File: src/rtl/core/uhfdm_pkg.sv
// Shared types and constants for the unit hydrograph FIR with daily mean.
package uhfdm_pkg;

    // Tap row geometry (MAX_TAPS must be a power of two for the adder tree)
    localparam int MAX_TAPS  = 32;
    localparam int TAP_IDX_W = $clog2(MAX_TAPS);
    localparam int TAP_CNT_W = 6;
    localparam int TREE_LVLS = $clog2(MAX_TAPS);

    // Payload widths
    localparam int OPCODE_W  = 2;
    localparam int SAMPLE_W  = 16;
    localparam int COEF_W    = 16;
    localparam int PROD_W    = SAMPLE_W + COEF_W;
    localparam int ACC_W     = PROD_W + TREE_LVLS;
    localparam int FLOW_W    = 40;
    localparam int PART_W    = 42;
    localparam int TOT_W     = PART_W + 1;
    localparam int PHASE_W   = 2;

    // Stream word layout
    localparam int S_FIELD_W = SAMPLE_W + TAP_IDX_W + COEF_W;
    localparam int S_TDATA_W = ((S_FIELD_W + 7) / 8) * 8;
    localparam int M_TDATA_W = 2 * FLOW_W;

    // Reset and boundary values
    localparam logic [TAP_CNT_W-1:0] TAP_CNT_RST = TAP_CNT_W'(19);
    localparam logic [PHASE_W-1:0]   LAST_PHASE  = PHASE_W'(3);

    // Input opcodes
    localparam logic [OPCODE_W-1:0] OP_SAMPLE  = OPCODE_W'(0);
    localparam logic [OPCODE_W-1:0] OP_LOAD    = OPCODE_W'(1);
    localparam logic [OPCODE_W-1:0] OP_RESTART = OPCODE_W'(2);

    // Token travelling alongside the data pipeline
    typedef enum logic [1:0] {
        KIND_NONE,
        KIND_SAMPLE,
        KIND_RESTART
    } t_kind;

    // Per-cycle control broadcast to every tap cell
    typedef struct packed {
        logic shift;
        logic clear;
        logic advance;
    } t_cell_ctl;

endpackage

File: src/rtl/core/uhfdm_adder_tree.sv
// Registered binary adder tree summing the tap products, one level per stage.
module uhfdm_adder_tree (
    input  logic                         i_clk,
    input  logic                         i_rst_n,
    input  logic                         i_advance,
    input  logic [uhfdm_pkg::PROD_W-1:0] i_prod [uhfdm_pkg::MAX_TAPS],
    input  uhfdm_pkg::t_kind             i_kind,
    output logic [uhfdm_pkg::ACC_W-1:0]  o_sum,
    output uhfdm_pkg::t_kind             o_kind
);

    localparam int NODES = uhfdm_pkg::MAX_TAPS - 1;

    // Heap order: node i has children 2i+1 and 2i+2, leaves follow the nodes
    logic [uhfdm_pkg::ACC_W-1:0] r_node [NODES];
    logic [uhfdm_pkg::ACC_W-1:0] n_node [NODES];
    uhfdm_pkg::t_kind            r_kind [uhfdm_pkg::TREE_LVLS];

    // Add each pair of children, taking leaves straight from the products
    always_comb begin
        for (int i = 0; i < NODES; i++) begin
            if (2 * i + 1 >= NODES) begin
                n_node[i] = uhfdm_pkg::ACC_W'(i_prod[2 * i + 1 - NODES])
                          + uhfdm_pkg::ACC_W'(i_prod[2 * i + 2 - NODES]);
            end else begin
                n_node[i] = r_node[2 * i + 1] + r_node[2 * i + 2];
            end
        end
    end

    // Advance the partial sums
    always_ff @(posedge i_clk) begin
        if (i_advance) begin
            for (int i = 0; i < NODES; i++) begin
                r_node[i] <= n_node[i];
            end
        end
    end

    // Advance the token alongside the sums
    always_ff @(posedge i_clk) begin
        if (!i_rst_n) begin
            for (int l = 0; l < uhfdm_pkg::TREE_LVLS; l++) begin
                r_kind[l] <= uhfdm_pkg::KIND_NONE;
            end
        end else if (i_advance) begin
            r_kind[0] <= i_kind;
            for (int l = 1; l < uhfdm_pkg::TREE_LVLS; l++) begin
                r_kind[l] <= r_kind[l - 1];
            end
        end
    end

    assign o_sum  = r_node[0];
    assign o_kind = r_kind[uhfdm_pkg::TREE_LVLS - 1];

endmodule

File: config.mk
export PLATFORM = sky130hd
export DESIGN_NAME = uhfdm_adder_tree
export DESIGN_NICKNAME = d
export VERILOG_FILES = /design/src/rtl/core/uhfdm_pkg.sv /design/src/rtl/core/uhfdm_adder_tree.sv
export SDC_FILE = /design/constraint.sdc
export NUM_CORES = 2
export LEC_CHECK = 0
export BUFFER_PORTS_ARGS = -buffer_cell sky130_fd_sc_hd__clkbuf_2
export CAP_MARGIN = 10
export CELL_PAD_IN_SITES_DETAIL_PLACEMENT = 0
export CELL_PAD_IN_SITES_GLOBAL_PLACEMENT = 2
export CORE_MARGIN = 2
export CORE_UTILIZATION = 35
export CTS_CLUSTER_DIAMETER = 50
export CTS_CLUSTER_SIZE = 12
export DETAILED_ROUTE_END_ITERATION = 6
export PLACE_DENSITY_LB_ADDON = 0.1
export SYNTH_ARGS = -nofsm -noshare
export SYNTH_HDL_FRONTEND = slang
export SYNTH_SLANG_ARGS = --single-unit
File: constraint.sdc
create_clock -name i_clk -period 4.45 [get_ports i_clk]
set_input_delay 0.2225 -clock i_clk [delete_from_list [all_inputs] [get_ports i_clk]]
set_output_delay 0.2225 -clock i_clk [all_outputs]
set_load 0.02 [all_outputs]
======== After elaboration in Yosys (flattened, before gate mapping) ========
Memory sizes are Yosys's and may differ from the RTL's.
Index checks and enable logic that the tools add are counted.
storage, ports and cells
  register bits ........................... 0
  logic and storage cells ................. 48
  output and inout bits ................... 39
  input port bits ......................... 1029
  memories ................................ 2
  RAM bits ................................ 1157
memory list
  name    depth  width  read ports  clocked after memory_dff  wr ports  line                    text
  r_node  31     37     31          0                         31        uhfdm_adder_tree.sv:15  logic [uhfdm_pkg::ACC_W-1:0] r_node [NODES];
  r_kind  5      2      5           0                         5         uhfdm_adder_tree.sv:17  uhfdm_pkg::t_kind r_kind [uhfdm_pkg::TREE_LVLS];
cells by class
  muxes and demuxes ....................... 10
  $add $sub $neg .......................... 31
  bitwise gates (word level) .............. 5
operators by type and width
  operator          count
  $add A37 B37 Y37  15
  $add A32 B32 Y33  16
  $mux W2           5
  $mux W1           5
  $or A1 B1 Y1      5

======== Logic depth before layout (Yosys ltp) ========
  depth in word-level cells ............... 4
  gate-level depth with buffers ........... 13
  depth with buffers taken out ............ 13

======== Worst setup path after synthesis ========
Ideal clock, no wire load.
  path type ............................... register to register
  start point ............................. memory r_node[0][37] (netlist bit)
  end point ............................... memory r_node[0][36] (netlist bit), data pin
  library setup time ...................... 268 ps
  cell stages (with the launch flop) ...... 13
  arrival time ............................ 2916 ps
  data required time ...................... 4182 ps
  buffers on the path ..................... 0
  period minus slack after synthesis ...... 3183 ps
  slack ................................... 1267 ps
  path through ............................ edfxtp_1 > ha_1 > fa_1 > a21o_1 > a21oi_1 > o211ai_1 > a31oi_1 > o221ai_1 > a21o_1 > a221oi_1 > o31ai_1 > o31ai_1 > o21ai_0
RTL lines
  element          line
  start, declared  uhfdm_adder_tree.sv:15

==> reports/results.ini <==
[outcome]
status=completed

[synth]
synthFlopType=edfxtp_1
synth-seq-cells=1059
async_reset_ff_share_pct=0
synth_edf_count=1059
syn_area_per_cell_sq_um=10.4
syn_inst=7641
netlist_area_sq_um=79600
yosys_warnings=0
syn_nets=9719
seq_area_frac_synth_pct=40.0
ys_types=88

[floorplan]
pin_count=1068
start_util_pct=35.1
die_area_sq_um=231000
core-area_sq_um=227000
die_y_um=481
rows=175
die_w_um=481

[timing]
worstMarginPinSlew_ns=0.893
finalCritPeriodShare_pct=93.4
skew_ns=0.0324
rsz0062_at_grt=no
hold_viol_final=0
tns_ns=0
hold_slack_ns=0.0468
period_minus_slack_ns=4.16
max_freq_ghz=0.241
setup_viol=0
slew_violations=0
timing.slew.headroom_pct=40.5

[critical_path]
cp-end-kind=flip-flop
path_delay_family=compound AO/OA/AOI/OAI gates
rrSetupSlack_ns=0.66
cp-start-kind=primary input
required_ns=5.00
path_class=primary input to flip-flop
crit_chain=dlygate4sd3_1, clkbuf_2, ha_1, fa_1, a21oi_1, o21ai_1, a2111oi_1, o21ai_1, a21oi_1, o2111ai_1, o211ai_1, nor2_1, a211oi_1, o21ai_0, dlygate4sd3_1
critPathSlowestCell=a2111oi_1
cp_num_buf_inv=3
worstPathArrival_ns=4.70
worst-path-max-fanout=5
cpPeakStageDelay_ns=0.57

[final_layout]
syn2layout_area_growth_pct=30.8
layout.nets=11900
final_cell_mix=1066 x clkbuf_2, 1059 x edfxtp_1, 1018 x ha_1, 977 x dlygate4sd3_1, 842 x a21oi_1
layout_commonest_cell=clkbuf_2
final_area_sq_um=104000
nFillCells=21800
drive_gt1_share_pct=15.0

[detailed_routing]
drc=0
vias=66300
vias_per_cell=5.13
detail_route.wl_per_cell_um=19.7
firstDrtPassIters=7
ant_nets=0
wirelength_um=255000
drt_iter0_markers=3501

[worst_hold_path]
hp-class=primary input to flip-flop

[grt]
grt-ovfl-total=0
antenna_found_initial=3
grt_max_degree=115
grt_pass1_wl_um=387000
grt_pass1_vias=67300
grt_use_total_pct=21.4

[cts]
htreeDepth=4
post-cts-setup-buffers=0
numCtsBuffers=163
cts-root-buf=clkbuf_16
cts_sinks=1059
cts_tree=yes
clkTransAtPathRegs_ns=0.06
worst_skew_pair.late_latency_ns=0.81
clockBufferDepth=3

[power]
ir_worst_vdd_uv=380
p_per_area_nw_per_um2=584
power.total_uw=60800
leakage_uw=0.0455

[placed_design]
portBuffers=1067
place_hpwl_um=203000
gp_congestion=0.880
place_area_sq_um=88600

[flow_run]
drv_cap=0

## repair_timing
action,CTS,global route
hold buffers,977,0
endpoints found under the hold margin,484,0
resized for setup,0,1
endpoints found under the setup margin,0,2
## cells by family (layout without fill, tap and decap cells)
family	after synthesis	after routing	share of synthesized area [%]
buf+inv	363	2647	1.90
flops	1059	1059	40.0
fa+ha+maj	1049	1049	16.8
compound gates	2643	2643	21.5
mux	1	1	0.0126
xor+xnor	894	894	9.84
simple gates	1632	1632	9.99
other cells	0	2	0
## worst paths after layout
| kind | startpoint | end | cells after the start |
|---|---|---|---|
| setup / recovery | i_prod[224] | r_node[1][439]$_DFFE_PP_ | 15 |
| hold / removal | i_prod[816] | r_node[1][90]$_DFFE_PP_ | 3 |
| setup reg to reg | r_node[1][185]$_DFFE_PP_ | r_node[0][400]$_DFFE_PP_ | 13 |
| hold reg to reg | r_node[0][148]$_DFFE_PP_ | r_node[0][37]$_DFFE_PP_ | 1 |
## registers in the layout, indices dropped and copies added, names as in the netlist
register,cells
r_node,1049
r_kind,10
## cell usage after synthesis, drive strengths merged (27+ instances only)
cell | n | share of area, %
nor3 | 87 | 0.55
a211oi | 70 | 0.69
buf | 39 | 0.37
nor2 | 418 | 2.0
xnor2 | 622 | 6.8
and3 | 80 | 0.63
a21oi | 846 | 5.3
o31ai | 53 | 0.51
fa | 31 | 0.78
nand2b | 122 | 0.96
inv | 257 | 1.2
o211ai | 49 | 0.46
o21ai | 427 | 2.7
xor2 | 272 | 3.0
a31o | 29 | 0.32
a21o | 573 | 5.4
nor2b | 117 | 0.92
a221oi | 31 | 0.37
clkbuf | 67 | 0.32
ha | 1018 | 16
o21bai | 118 | 1.1
a31oi | 90 | 0.72
nand3 | 148 | 0.93
a21boi | 27 | 0.25
nand4 | 89 | 0.70
o21a | 117 | 1.1
edfxtp | 1059 | 40
nand2 | 426 | 2.0
## power breakdown
part	internal, uW	leakage, uW	switching (uW)
sequential	16000	0.0104	1910
combinational	12600	0.0324	17000
clock	8100	0.00273	5130
total	36700	0.0455	24100
## worst min-delay path: stages
cell	delay (ns)
clkbuf_2	0.08
ha_1	0.21
xnor2_1	0.19
## metrics by stage
stage	util [%]	setup WS (ns)	cells
detailed placement	39.1	0.541	11700
finish	45.9	0.293	12900
floorplan	-	1.27	7641
global route	45.9	0.00682	12900
CTS	45.9	0.332	12900
global placement	39.1	0.621	11700
## cell type report
cell class	count	area, sq um	area share, %
multi-input cells	6219	46300	44.5
inverters	257	965	0.927
clock inverters	120	1510	1.45
flip-flops and latches	1059	31800	30.6
repair buffers	2090	15600	15.0
clock buffers	180	4160	4.00
well taps	3009	3760	3.62
diodes	2	5.00	0.00481
## layer usage
| layer | vias to the layer above | wire length [um] | global-route usage [%] |
|---|---|---|---|
| met5 | - | 0 | 0 |
| met4 | 0 | 5910 | 5.30 |
| met3 | 251 | 9800 | 2.70 |
| met2 | 1325 | 120000 | 36.3 |
| met1 | 31400 | 119000 | 28.8 |
| li1 | 33300 | - | - |
Power figures use the tool's default switching activity.
