===== config.mk =====
export PLATFORM = sky130hd
export DESIGN_NAME = uhfdm_cell
export DESIGN_NICKNAME = d
export VERILOG_FILES = /design/src/rtl/core/uhfdm_pkg.sv /design/src/rtl/core/uhfdm_cell.sv
export SDC_FILE = /design/constraint.sdc
export NUM_CORES = 1
export LEC_CHECK = 0
export BUFFER_PORTS_ARGS = -buffer_cell sky130_fd_sc_hd__buf_4
export CAP_MARGIN = 25
export CORE_MARGIN = 5
export CORE_UTILIZATION = 40
export DETAILED_ROUTE_END_ITERATION = 10
export MAX_ROUTING_LAYER = met4
export PLACE_DENSITY_LB_ADDON = 0.15
export SETUP_SLACK_MARGIN = 0.1
export SLEW_MARGIN = 20
export SYNTH_ARGS = -nofsm -noshare
export SYNTH_HDL_FRONTEND = slang
export SYNTH_SLANG_ARGS = --single-unit

===== constraint.sdc =====
create_clock -name i_clk -period 6.45 [get_ports i_clk]
set_clock_uncertainty 0.2 [all_clocks]
set_input_delay 0.645 -clock i_clk [delete_from_list [all_inputs] [get_ports i_clk]]
set_output_delay 0.645 -clock i_clk [all_outputs]
set_load 0.02 [all_outputs]

===== src/rtl/core/uhfdm_pkg.sv =====
// Shared types and constants for the unit hydrograph FIR with daily mean.
package uhfdm_pkg;

    // Tap row geometry (MAX_TAPS must be a power of two for the adder tree)
    localparam int MAX_TAPS  = 32;
    localparam int TAP_IDX_W = $clog2(MAX_TAPS);
    localparam int TAP_CNT_W = 6;
    localparam int TREE_LVLS = $clog2(MAX_TAPS);

    // Payload widths
    localparam int OPCODE_W  = 2;
    localparam int SAMPLE_W  = 16;
    localparam int COEF_W    = 16;
    localparam int PROD_W    = SAMPLE_W + COEF_W;
    localparam int ACC_W     = PROD_W + TREE_LVLS;
    localparam int FLOW_W    = 40;
    localparam int PART_W    = 42;
    localparam int TOT_W     = PART_W + 1;
    localparam int PHASE_W   = 2;

    // Stream word layout
    localparam int S_FIELD_W = SAMPLE_W + TAP_IDX_W + COEF_W;
    localparam int S_TDATA_W = ((S_FIELD_W + 7) / 8) * 8;
    localparam int M_TDATA_W = 2 * FLOW_W;

    // Reset and boundary values
    localparam logic [TAP_CNT_W-1:0] TAP_CNT_RST = TAP_CNT_W'(19);
    localparam logic [PHASE_W-1:0]   LAST_PHASE  = PHASE_W'(3);

    // Input opcodes
    localparam logic [OPCODE_W-1:0] OP_SAMPLE  = OPCODE_W'(0);
    localparam logic [OPCODE_W-1:0] OP_LOAD    = OPCODE_W'(1);
    localparam logic [OPCODE_W-1:0] OP_RESTART = OPCODE_W'(2);

    // Token travelling alongside the data pipeline
    typedef enum logic [1:0] {
        KIND_NONE,
        KIND_SAMPLE,
        KIND_RESTART
    } t_kind;

    // Per-cycle control broadcast to every tap cell
    typedef struct packed {
        logic shift;
        logic clear;
        logic advance;
    } t_cell_ctl;

endpackage


===== src/rtl/core/uhfdm_cell.sv =====
// One tap cell: holds a history sample and a coefficient, registers their product.
module uhfdm_cell (
    input  logic                         i_clk,
    input  logic                         i_rst_n,
    input  uhfdm_pkg::t_cell_ctl         i_ctl,
    input  logic [uhfdm_pkg::SAMPLE_W-1:0] i_sample,
    output logic [uhfdm_pkg::SAMPLE_W-1:0] o_sample,
    input  logic                         i_coef_we,
    input  logic [uhfdm_pkg::COEF_W-1:0] i_coef,
    input  logic                         i_tap_on,
    output logic [uhfdm_pkg::PROD_W-1:0] o_prod
);

    logic [uhfdm_pkg::SAMPLE_W-1:0] r_sample;
    logic [uhfdm_pkg::SAMPLE_W-1:0] n_sample;
    logic [uhfdm_pkg::COEF_W-1:0]   r_coef;
    logic [uhfdm_pkg::PROD_W-1:0]   r_prod;
    logic [uhfdm_pkg::PROD_W-1:0]   n_prod;

    // Take the neighbour's sample on a shift, drop history on a restart
    always_comb begin
        if (i_ctl.clear) begin
            n_sample = '0;
        end else if (i_ctl.shift) begin
            n_sample = i_sample;
        end else begin
            n_sample = r_sample;
        end
    end

    // Multiply the fresh history sample by this tap's coefficient
    always_comb begin
        if (i_tap_on) begin
            n_prod = uhfdm_pkg::PROD_W'(n_sample) * uhfdm_pkg::PROD_W'(r_coef);
        end else begin
            n_prod = '0;
        end
    end

    // Hold the delay line word
    always_ff @(posedge i_clk) begin
        if (!i_rst_n) begin
            r_sample <= '0;
        end else begin
            r_sample <= n_sample;
        end
    end

    // Coefficient and product carry no reset
    always_ff @(posedge i_clk) begin
        if (i_coef_we) begin
            r_coef <= i_coef;
        end
        if (i_ctl.advance) begin
            r_prod <= n_prod;
        end
    end

    assign o_sample = r_sample;
    assign o_prod   = r_prod;

endmodule


======== After elaboration in Yosys (flattened, before gate mapping) ========
Cells that the tools add are included.
storage, ports and cells
  register bits after elaboration ......... 64
  bits in latches ......................... 0
  memory bits (writable) .................. 0
  ROM bits ................................ 0
  output and inout bits ................... 48
  logic and storage cells ................. 6
  memories kept ........................... 0
cells by class
  add/subtract/negate cells ............... 0
  $mul .................................... 1
  div/mod/pow operators ................... 0
  $lt $le $gt $ge ......................... 0
  eq/ne operators ......................... 0
  shift operators ......................... 0
  muxes and demuxes ....................... 2
  bitwise gates (word level) .............. 0
  reduce and logical (&&, ||, !) cells .... 0
operators by type and width
  kind            count
  $mul 16x16->32  1
  $mux 16         2

======== Longest topological paths before layout ========
  depth in word-level cells ............... 3
  gate-level depth with buffers ........... 25

======== Worst setup path after synthesis ========
OpenSTA, ideal clock, no wires.
  path kind ............................... input to register
  start point ............................. in i_ctl[2] (netlist name)
  end point ............................... reg r_prod, in the netlist o_prod[30] (data pin)
  setup time .............................. 0.261 ns
  arrival time ............................ 6.468 ns
  required time ........................... 5.989 ns
  path slack .............................. -0.479 ns
  cell stages on the path ................. 25
  path buffers ............................ 4
  cell sequence ........................... buf_2 -> buf_2 -> mux2i_1 -> nor2_1 -> clkbuf_1 -> nand2_1 -> fa_1 -> inv_1 -> fa_1 -> inv_1 -> fa_1 -> inv_1 -> fa_1 -> fa_1 -> inv_1 -> fa_1 -> inv_1 -> ha_1 -> buf_2 -> a21oi_1 -> o21ai_0 -> a221o_1 -> a211o_1 -> a31oi_1 -> mux2i_1
on the way
  cells in the longest elaborated chain, start to end .. 3
ends and longest elaborated chain
  what                    RTL line          text
  start: declaration      uhfdm_cell.sv:5   input uhfdm_pkg::t_cell_ctl i_ctl,
  $mux 16                 uhfdm_cell.sv:24  end else if (i_ctl.shift) begin
  $mux 16                 uhfdm_cell.sv:22  if (i_ctl.clear) begin
  $mul 16x16->32          uhfdm_cell.sv:34  n_prod = uhfdm_pkg::PROD_W'(n_sample) * uhfdm_pkg::PROD_W'(r_coef);
  end signal: assignment  uhfdm_cell.sv:55  r_prod <= n_prod;
  end: declaration        uhfdm_cell.sv:17  logic [uhfdm_pkg::PROD_W-1:0] r_prod;
Every way passes these cells.
A chain may end at the register's enable or synchronous reset.

======== Worst setup path in the final report ========
Same ends and word-level chain as after synthesis.

==> summary.txt <==
CTS
  • Max clock buf depth: 2
  • Clk slew on worst S/H paths: 60 ps
  • Skew-Pair Late Insertion Delay: 360 ps
  • CTS tree: done
  • H-tree levels: 3
  • Cts bufs inserted: 9
  • CTS Sinks: 64
  • Clock Root Buffer: clkbuf_16
  • Hold buffers post-CTS: 0

Setup path
  • Cell chain of the critical path: buf_12 > mux2i_1 > nor2_2 > buf_12 > buf_4 > and2_1 > fa_1 > fa_1 > fa_1 > fa_1 > fa_1 > inv_1 > fa_1 > inv_1 > ha_4 > and4_4 > and4_4 > a221o_1 > a211o_1 > a31oi_2 > mux2i_1
  • Worst path top cell family by delay: adder cells
  • Worst Path Arrival: 6140 ps
  • Crit. path cell count: 21
  • Most numerous cell on the critical path: fa_1
  • Reg2Reg Depth: 19
  • Worst EP required: 6350 ps
  • Slowest-stage cell, CP: fa_1
  • CP startpoint kind: primary input
  • Crit path kind: primary input to flip-flop
  • CP peak stage delay: 590 ps
  • Max FO, Critical Path: 14
  • Nature of the critical path endpoint: flip-flop
  • Worst Path Buf+Inv: 5

Detailed routing
  • DRT iter0 DRCs: 354
  • Pre-Repair DR Iteration Count: 5
  • Vias/cell: 4.93
  • WL per Instance: 16.4 µm
  • Vias: 8,417
  • DR DRC count: 0
  • Post-route ant nets: 0
  • Post-Route WL: 28.1 mm

Die
  • Area of the core: 27,000 µm²
  • Die area: 30,700 µm²
  • Starting density of the core: 40.6%
  • Die width: 175 µm
  • Die height: 175 µm
  • Num rows: 60
  • Num ports: 87

Synth
  • Post-synthesis net count: 1,501
  • Synth Instances: 1,164
  • Mapped cell area: 10,900 µm²
  • Seq cells post-synth: 64
  • Post-synth cell types: 47
  • Number of synthesized flops with an enable pin: 48
  • Seq/Total Area, Yosys: 16.1%
  • Synth area leader: fa_1
  • Syn. warnings: 0
  • Synth area leaders: fa_1 (36%), edfxtp_1 (13%), ha_1 (12%), and2_1 (8.2%), inv_1 (7.8%)
  • Top FF cell, synth: edfxtp_1
  • Syn_area_per_cell: 9.39 µm²
  • Yosys top cell area share: 35.5%
  • Cell with the most instances after synthesis: inv_1
  • Most common library cells after synthesis: inv_1 (226), fa_1 (194), nand2_1 (162), and2_1 (143), ha_1 (104)
  • Ys async rst share: 0%

Cells and area
  • Layout Nets: 1,700
  • # diodes: 0
  • Post-route cell area: 13,600 µm²
  • Share of layout cells above drive strength 1: 23.2%
  • Layout area overhead: 24.7%
  • Fill cells: 2,577

Global route
  • Top Usage Layer GRT: met2
  • Largest net degree at the start of global routing: 33
  • GR Layer Usage met2: 34.6%
  • Met3 Track Usage GR: 2.17%
  • Gr ovfl total: 0
  • Vias in the first global route: 8,891
  • M1 GR Usage: 23.4%
  • Antenna violations before repair: 0
  • GRT Total Usage: 19.3%
  • First-pass GRT wire length: 45.6 mm

Power
  • Clock share of power: 14.2%
  • Power per cell area: 238 nW/µm²
  • Maximum vdd drop: 182 µV
  • Lkg Pwr: 6.83 nW
  • Share of power burned in combinational logic: 68.1%
  • Psw: 1.39 mW
  • Switching share of power: 42.9%
  • Pint: 1.85 mW
  • Flop pwr share: 17.6%

Timing
  • Period utilisation layout: 96.7%
  • Unrepaired setup endpoints after global routing: yes
  • Max-Slew Margin vs Limit: 57.0%
  • Tmin final: 6240 ps
  • Worst Tran Pin Value: 644 ps
  • Final hold viol count: 0
  • Final hold slack: 258 ps
  • Final setup vio count: 0
  • Slew Viols, Final: 0
  • Fmax: 160 MHz

Flow run
  • Max cap viols: 0

Run status
  • Status: finished, final reports clean

Placed design
  • Post-DP HPWL: 23.8 mm
  • Placed cell areas: 13,100 µm²
  • Global placer's final weighted congestion: 0.872
  • Port-buffer cells: 86

Hold path
  • Hold path depth: 1
  • Hold crit path type: primary input to flip-flop
==> worst paths after layout <==
path,start,endpoint,slack (ps)
worst max register to register,o_sample[5],o_prod[30],370
worst min-delay path,i_coef[9],r_coef[9],260
worst max-delay path,i_ctl[2],o_prod[30],210
worst min register to register,o_sample[2],o_sample[2],540
==> layout by cell type, fill, tap and decap left out, drive strengths merged, types with 11 or more instances in the layout <==
cell and n:
inv 226, a21o 11, nor3 12, xnor2 12
edfxtp 48, o21ai 21, buf 238, ha 104
nand2 162, fa 194, dfxtp 16, nor2 41
and2 144, a21oi 28, mux2i 22
==> final cells by class <==
class	instances	area, µm²	area share (%)
clock buffers	10	229	1.68
clock inverters	5	25.0	0.184
flip-flops and latches	64	1760	12.9
multi-input cells	824	8440	61.9
repair buffers	238	1900	13.9
inverters	226	848	6.23
well taps	341	427	3.13
==> per-layer routing <==
| layer | wire length, µm | share of wire (%) | up-vias |
|---|---|---|---|
| li1 | - | - | 3995 |
| met1 | 11700 | 42 | 4271 |
| met2 | 15000 | 54 | 125 |
| met3 | 829 | 3.0 | 26 |
| met4 | 503 | 1.8 | 0 |
| met5 | 0 | 0 | - |
==> power groups by stage <==
stage                     Clock [mW]  Sequential (mW)  Combinational (mW)
after floorplan                    0            0.628                1.20
after global placement             0            0.582                2.07
after detailed placement           0            0.581                2.09
after CTS                      0.478            0.573                2.10
after global routing           0.490            0.580                2.48
final                          0.463            0.573                2.21
==> sequential cells by signal, summed over array words and instances, names as in the netlist <==
register  cells
r_coef       16
o_sample     16
o_prod       32
==> cell families after synthesis <==
| group | synth area share, % |
|---|---|
| simple gates | 17.8 |
| fa+ha+maj | 47.4 |
| buf+inv | 9.71 |
| compound gates | 5.62 |
| flops | 16.1 |
| mux | 2.01 |
| xor+xnor | 1.28 |
==> repair_timing <==
item                                    CTS  global route
buffers inserted                          0             1
endpoints found under the setup margin    8            18
gates resized for setup                   4            47
pin swaps                                 0            14
==> stage by stage <==
step | TNS [ps] | utilization, % | instances | setup WS (ps) | total power [mW]
after floorplan | 0 | - | 1164 | 28.1 | 1.83
after global placement | -3680 | 48.6 | 1692 | -355 | 2.65
after detailed placement | -4240 | 48.6 | 1692 | -391 | 2.67
after CTS | 0 | 49.6 | 1707 | 106 | 3.15
after global routing | 0 | 50.6 | 1708 | 13.1 | 3.55
final | 0 | 50.6 | 1708 | 210 | 3.25
No activity file was read; power rests on OpenSTA's default activity.
