<file path="config.mk">
export PLATFORM = sky130hd
export DESIGN_NAME = uhfdm_daily
export DESIGN_NICKNAME = d
export VERILOG_FILES = /design/src/rtl/core/uhfdm_pkg.sv /design/src/rtl/core/uhfdm_daily.sv
export SDC_FILE = /design/constraint.sdc
export NUM_CORES = 1
export LEC_CHECK = 0
export BUFFER_PORTS_ARGS = -buffer_cell sky130_fd_sc_hd__buf_2
export CAP_MARGIN = 25
export CORE_MARGIN = 3
export CORE_UTILIZATION = 54
export DETAILED_ROUTE_END_ITERATION = 8
export PLACE_DENSITY_LB_ADDON = 0.3
export SLEW_MARGIN = 20
export SYNTH_ARGS = -nofsm -noshare
export SYNTH_HDL_FRONTEND = slang
export SYNTH_SLANG_ARGS = --single-unit
</file>
<file path="constraint.sdc">
create_clock -name i_clk -period 4 [get_ports i_clk]
set_clock_uncertainty 0.1 [all_clocks]
set_input_delay 1.2 -clock i_clk [delete_from_list [all_inputs] [get_ports i_clk]]
set_output_delay 1.2 -clock i_clk [all_outputs]
set_load 0.005 [all_outputs]
</file>
<file path="src/rtl/core/uhfdm_pkg.sv">
// Shared types and constants for the unit hydrograph FIR with daily mean.
package uhfdm_pkg;

    // Tap row geometry (MAX_TAPS must be a power of two for the adder tree)
    localparam int MAX_TAPS  = 32;
    localparam int TAP_IDX_W = $clog2(MAX_TAPS);
    localparam int TAP_CNT_W = 6;
    localparam int TREE_LVLS = $clog2(MAX_TAPS);

    // Payload widths
    localparam int OPCODE_W  = 2;
    localparam int SAMPLE_W  = 16;
    localparam int COEF_W    = 16;
    localparam int PROD_W    = SAMPLE_W + COEF_W;
    localparam int ACC_W     = PROD_W + TREE_LVLS;
    localparam int FLOW_W    = 40;
    localparam int PART_W    = 42;
    localparam int TOT_W     = PART_W + 1;
    localparam int PHASE_W   = 2;

    // Stream word layout
    localparam int S_FIELD_W = SAMPLE_W + TAP_IDX_W + COEF_W;
    localparam int S_TDATA_W = ((S_FIELD_W + 7) / 8) * 8;
    localparam int M_TDATA_W = 2 * FLOW_W;

    // Reset and boundary values
    localparam logic [TAP_CNT_W-1:0] TAP_CNT_RST = TAP_CNT_W'(19);
    localparam logic [PHASE_W-1:0]   LAST_PHASE  = PHASE_W'(3);

    // Input opcodes
    localparam logic [OPCODE_W-1:0] OP_SAMPLE  = OPCODE_W'(0);
    localparam logic [OPCODE_W-1:0] OP_LOAD    = OPCODE_W'(1);
    localparam logic [OPCODE_W-1:0] OP_RESTART = OPCODE_W'(2);

    // Token travelling alongside the data pipeline
    typedef enum logic [1:0] {
        KIND_NONE,
        KIND_SAMPLE,
        KIND_RESTART
    } t_kind;

    // Per-cycle control broadcast to every tap cell
    typedef struct packed {
        logic shift;
        logic clear;
        logic advance;
    } t_cell_ctl;

endpackage

</file>
<file path="src/rtl/core/uhfdm_daily.sv">
// Day accumulator and output register: instantaneous flow plus weighted daily mean.
module uhfdm_daily (
    input  logic                         i_clk,
    input  logic                         i_rst_n,
    input  logic                         i_advance,
    input  uhfdm_pkg::t_kind             i_kind,
    input  logic [uhfdm_pkg::ACC_W-1:0]  i_sum,
    output logic                         o_valid,
    output logic [uhfdm_pkg::FLOW_W-1:0] o_instant,
    output logic                         o_daily_valid,
    output logic [uhfdm_pkg::FLOW_W-1:0] o_daily
);

    logic [uhfdm_pkg::FLOW_W-1:0]  w_flow;
    logic [uhfdm_pkg::TOT_W-1:0]   w_total;

    logic [uhfdm_pkg::PHASE_W-1:0] r_phase;
    logic [uhfdm_pkg::PART_W-1:0]  r_partial;
    logic [uhfdm_pkg::FLOW_W-1:0]  r_prev;
    logic                          r_valid;
    logic [uhfdm_pkg::FLOW_W-1:0]  r_instant;
    logic                          r_daily_valid;
    logic [uhfdm_pkg::FLOW_W-1:0]  r_daily;

    assign w_flow  = uhfdm_pkg::FLOW_W'(i_sum);
    // Boundary samples weigh once, inner samples twice (already doubled)
    assign w_total = uhfdm_pkg::TOT_W'(r_prev) + uhfdm_pkg::TOT_W'(r_partial)
                   + uhfdm_pkg::TOT_W'(w_flow);

    // Update day state in sample order, clear it on a restart
    always_ff @(posedge i_clk) begin
        if (!i_rst_n) begin
            r_phase   <= '0;
            r_partial <= '0;
            r_prev    <= '0;
            r_valid   <= 1'b0;
        end else if (i_advance) begin
            r_valid <= (i_kind == uhfdm_pkg::KIND_SAMPLE);
            case (i_kind)
                uhfdm_pkg::KIND_SAMPLE: begin
                    if (r_phase == uhfdm_pkg::LAST_PHASE) begin
                        r_phase   <= '0;
                        r_partial <= '0;
                        r_prev    <= w_flow;
                    end else begin
                        r_phase   <= r_phase + 1'b1;
                        r_partial <= r_partial
                                   + uhfdm_pkg::PART_W'({w_flow, 1'b0});
                    end
                end
                uhfdm_pkg::KIND_RESTART: begin
                    r_phase   <= '0;
                    r_partial <= '0;
                    r_prev    <= '0;
                end
                default: begin
                end
            endcase
        end
    end

    // Load the output word
    always_ff @(posedge i_clk) begin
        if (i_advance) begin
            r_instant <= w_flow;
            if (r_phase == uhfdm_pkg::LAST_PHASE) begin
                r_daily_valid <= 1'b1;
                r_daily       <= w_total[uhfdm_pkg::FLOW_W+2:3];
            end else begin
                r_daily_valid <= 1'b0;
                r_daily       <= '0;
            end
        end
    end

    assign o_valid       = r_valid;
    assign o_instant     = r_instant;
    assign o_daily_valid = r_daily_valid;
    assign o_daily       = r_daily;

endmodule

</file>
* Word-level counts from Yosys, hierarchy flattened *
Index checks and enable logic that the tools add are counted.

word-level totals
  register bits after elaboration = 163
  input port bits = 42
  output and inout bits = 82
  word-level logic and storage cells = 25

operators by class
  add/sub/neg operators = 4
  equality and inequality tests = 4
  multiplexer cells = 7
  reduce and logical (&&, ||, !) cells = 3

operator list
  cell                                                                     count
  42-bit one-hot mux with 2 select lines                                   1
  40-bit one-hot mux with 2 select lines                                   1
  40-bit by 42-bit adder with 43-bit output                                1
  43-bit by 37-bit adder with 43-bit output                                1
  42-bit by 38-bit adder with 42-bit output                                1
  42-bit 2-to-1 mux                                                        1
  40-bit 2-to-1 mux                                                        1
  2-bit == test, second input constant                                     2
  2-bit one-hot mux with 2 select lines                                    1
  3-bit AND reduction                                                      1
  2-bit by 1-bit adder with 2-bit output, second input constant            1
  2-bit by 1-bit == test with 1-bit output, second input constant          1
  2-bit 2-to-1 mux                                                         1
  2-bit by 1-bit inequality test with 1-bit output, second input constant  1
  2-bit AND reduction                                                      1
  2-bit nonzero test                                                       1
  1-bit 2-to-1 mux                                                         1

* Logic depth before layout (Yosys ltp) *
  depth in word-level cells = 3
  depth in mapped cells = 13
  mapped depth without buffers = 13

* Least setup slack after synthesis *
OpenSTA, ideal clock, no wires.

  path type = input-to-reg
  start = in i_sum[2] (netlist bit)
  end = reg r_daily, in the netlist o_daily[35] (data pin)
  setup time = 255 ps
  data arrival time = 3,801 ps
  required time = 3,645 ps
  slack = -156 ps
  stages on the path = 13
  path buffers = 0
  path through = inv_1 -> fa_1 -> inv_1 -> ha_1 -> nand4_1 -> a211o_1 -> o2bb2ai_4 -> nand4_1 -> a2111oi_4 -> o21ai_2 -> o21ai_2 -> nand2_1 -> and3b_1

on the way
  word-level cells in the longest chain between the ends = 1

ends and longest elaborated chain
  element                                    RTL line           RTL
  start, declared                            uhfdm_daily.sv:7   input logic [uhfdm_pkg::ACC_W-1:0] i_sum,
  43-bit by 37-bit adder with 43-bit output  uhfdm_daily.sv:28  + uhfdm_pkg::TOT_W'(w_flow);
  end signal, assigned                       uhfdm_daily.sv:68  r_daily <= w_total[uhfdm_pkg::FLOW_W+2:3];
  end, declared                              uhfdm_daily.sv:23  logic [uhfdm_pkg::FLOW_W-1:0] r_daily;

Every way passes these cells.
A chain may end at the register's enable or synchronous reset.

* Final worst setup path *
Same ends and word-level chain as after synthesis.

==> key figures <==
Status
  – Status: completed

Final layout
  – Synth-to-Final Area Change: 25.2%
  – Filler cell count: around 1,300
  – Register Area: 0.00396 mm²
  – Util after Layout: 0.704
  – Diodes inserted: 0
  – Total Nets Final: 1,418
  – Share of layout cells above drive strength 1: 0.271
  – Post-Layout Inst Area: 0.0129 mm²
  – Multi-input gate area: 0.00622 mm²

Floorplan
  – Die Width: 144 µm
  – Die area: 0.0208 mm²
  – # rows: 49
  – I/O pin total: 124
  – Die Y: 144 µm
  – Initial Util: 0.563
  – Core Box Area: roughly 0.018 mm²

Clocking
  – CTS Buf Count: 17
  – CTS tree: done
  – Root buffer cell: clkbuf_16
  – Longest Clk Path Bufs: 2
  – Latest clock arrival within the worst-skew pair: 430 ps
  – TritonCTS Sinks: 159
  – H-tree levels: 4
  – Clock-pin slew on the worst setup and hold paths: about 60 ps

Global route
  – Total GRT Usage: 0.260
  – Vias in the first global route: 8,446
  – Initial antenna violation count: 1
  – First-pass GRT wire length: 42.8 mm
  – Largest net degree at the start of global routing: 75
  – GRT overflow: 0

Synth
  – Post-Synthesis Cells: 1,028
  – Post-synth EDFFs: 78
  – Yosys cell types: 76
  – Synth top area share: 0.227
  – FFs w/ async S/R, synth: 0
  – Main synth FF type: dfxtp_1
  – Syn Std Cell Area: 0.0103 mm²
  – Seq/Total Area, Yosys: 0.384
  – Synth area leader: edfxtp_1
  – Top post-synthesis cells by area: edfxtp_1, dfxtp_1, ha_1
  – Synth Register Bits: 159
  – Syn_area_per_cell: 10.0 µm²
  – Ys Warns: 0

Timing
  – Min Hold Slack: 395 ps
  – Ratio of final minimum period to clock period: 0.975
  – Final hold violation count: 0
  – Slew HR: 0.366
  – Worst-Margin Slew: 951 ps
  – Unrepaired setup endpoints after global routing: true
  – Maximum clock frequency: around 260 MHz
  – Fin crit period: 3900 ps
  – Max-slew violations: 0
  – Final Setup Violations: 0

Critical path
  – Cell Chain, Critical Path: buf_8 -> inv_8 -> fa_1 -> inv_2 -> ha_4 -> nand4_1 -> a211o_1 -> o2bb2ai_4 -> nand4_1 -> a2111oi_4 -> o21ai_2 -> o21ai_2 -> nand2_2 -> and3b_1
  – Worst path slowest cell: fa_1
  – Worst Path Max Fanout: 4
  – Max incr delay on CP: 500 ps
  – Worst Path Arrival: 3980 ps
  – CP Data Required Time: 4080 ps
  – CP startpoint kind: primary input
  – CP Class: primary input to flip-flop
  – CP Capture Type: flip-flop

Placed design
  – Placed Instance Area: 0.0121 mm²
  – Gpl congestion: 0.895
  – Dpl hpwl: 19.4 mm
  – # port buffers: 120

Hold path
  – Hold Path Class: flip-flop to flip-flop

Routing
  – Initial drt markers: approximately 560
  – Total Routed Length: between 20 and 30 mm
  – DRC viols: 0
  – Routed WL per cell: between 15 and 20 µm
  – Via density: around 5.8
  – Routed vias: a little under 9,000
  – Detail Route Antenna Nets: 0
  – Initial DRT Pass Iterations: 5

Power
  – Lkg Pwr: 0.00574 µW
  – VDD IR max: 0.339 mV
  – PD cells: 376 mW/mm²

Run
  – MaxCap Viol Count: 0
==> where the power goes <==
part | switching [µW] | internal (µW) | total [µW] | leakage [µW]
registers | 51.1 | 1790 | 1840 | 0.00144
logic | 667 | 585 | 1250 | 0.00400
clock network | 696 | 1060 | 1760 | 0.000302
total | 1410 | 3440 | 4850 | 0.00574
==> sequential cells by signal (all words and copies together), names as in the netlist <==
signal / cells
r_prev: 37
r_phase: 2
r_partial: 41
o_daily_valid: 1
o_daily: 40
o_instant: 37
o_valid: 1
==> synthesized netlist by cell type, types with 17 or more instances <==
cell / n
inv_1: 21
nor3b_1: 39
nand3_1: 17
xor2_1: 27
edfxtp_1: 78
nand2_1: 65
ha_1: 76
a22oi_1: 18
and2_1: 32
xnor2_1: 31
o21ai_0: 48
clkbuf_1: 39
a21o_1: 35
a21oi_1: 106
nor2b_1: 66
fa_1: 37
nor2_1: 31
dfxtp_1: 81
==> critical path: cells and delay by family <==
family / cells / cell delay [ps]
AO/OA/AOI/OAI: 5 / 1300
adder cells (fa/ha/maj): 2 / 760
AND/OR/NAND/NOR: 4 / 540
buffers and inverters: 3 / 170
==> cell families (layout without fill, tap and decap cells) <==
kind of cell	Yosys count	in the layout	share of synthesized area
muxes	7	7	0.00692
and+or+nand+nor	319	319	0.174
DFF	159	159	0.384
xor gates and xnor gates	58	58	0.0493
adders and majority gates	113	113	0.164
buffers and inverters	74	320	0.0298
other	1	3	0.000364
AOI/OAI and AO/OA	297	297	0.191
==> layer usage <==
metal | share of wire | track usage
met1 | 0.46 | 0.360
met2 | 0.46 | 0.420
met3 | 0.062 | 0.0519
met4 | 0.017 | 0.0712
met5 | 0.00063 | 0
==> final cells by class <==
class / count / area share
multi-input cells: 797 / 0.482
flip-flops and latches: 159 / 0.307
repair buffers: 267 / 0.134
clock buffers: 18 / 0.0340
well taps: 229 / 0.0222
clock inverters: 14 / 0.0146
inverters: 21 / 0.00669
==> cell usage in the layout (no fill, tap or decap), drive strengths merged, types with 7 or more instances in the layout <==
cell / n
ha: 76
a31oi: 9
o21ai: 55
dfxtp: 81
nand2b: 10
xnor2: 31
and3: 14
a21o: 35
a22oi: 18
buf: 267
o211ai: 7
inv: 22
clkbuf: 18
nor3b: 39
fa: 37
edfxtp: 78
nand3: 17
nor2: 31
and2: 33
nor3: 13
nand4: 12
o21bai: 12
xor2: 27
nand2: 65
nor2b: 66
a21oi: 107
==> through the flow <==
stage | total power, µW | setup slack, ps | setup TNS [ps] | std cells
2_1_floorplan | 2580 | -61.0 | -138 | 1030
3_3_place_gp | 3040 | -431 | -7860 | 1468
3_5_place_dp | 3060 | -482 | -8940 | 1468
4_1_cts | 4820 | 1.42 | 0 | 1503
5_1_grt | 5070 | -30.6 | -63.2 | 1505
6_report | 4850 | 100 | 0 | 1505
==> worst paths after layout <==
| check | to | cells after the start | slack (ps) | from |
|---|---|---|---|---|
| max | o_daily[35] | 14 | 100 | i_sum[2] |
| min reg2reg | r_partial[37] | 2 | 390 | r_partial[37] |
| min | r_partial[37] | 2 | 390 | r_partial[37] |
| max reg2reg | o_daily[35] | 13 | 500 | r_partial[2] |
==> what timing repair did <==
item | CTS | global route
endpoints found under the setup margin | 3 | 15
resized for setup | 4 | 24
buffers inserted | 3 | 2
pin swaps | 7 | 24
endpoints found under the hold margin | 0 | 0
cloned | 0 | 0
hold buffers | 0 | 0
Power figures use the tool's default switching activity.
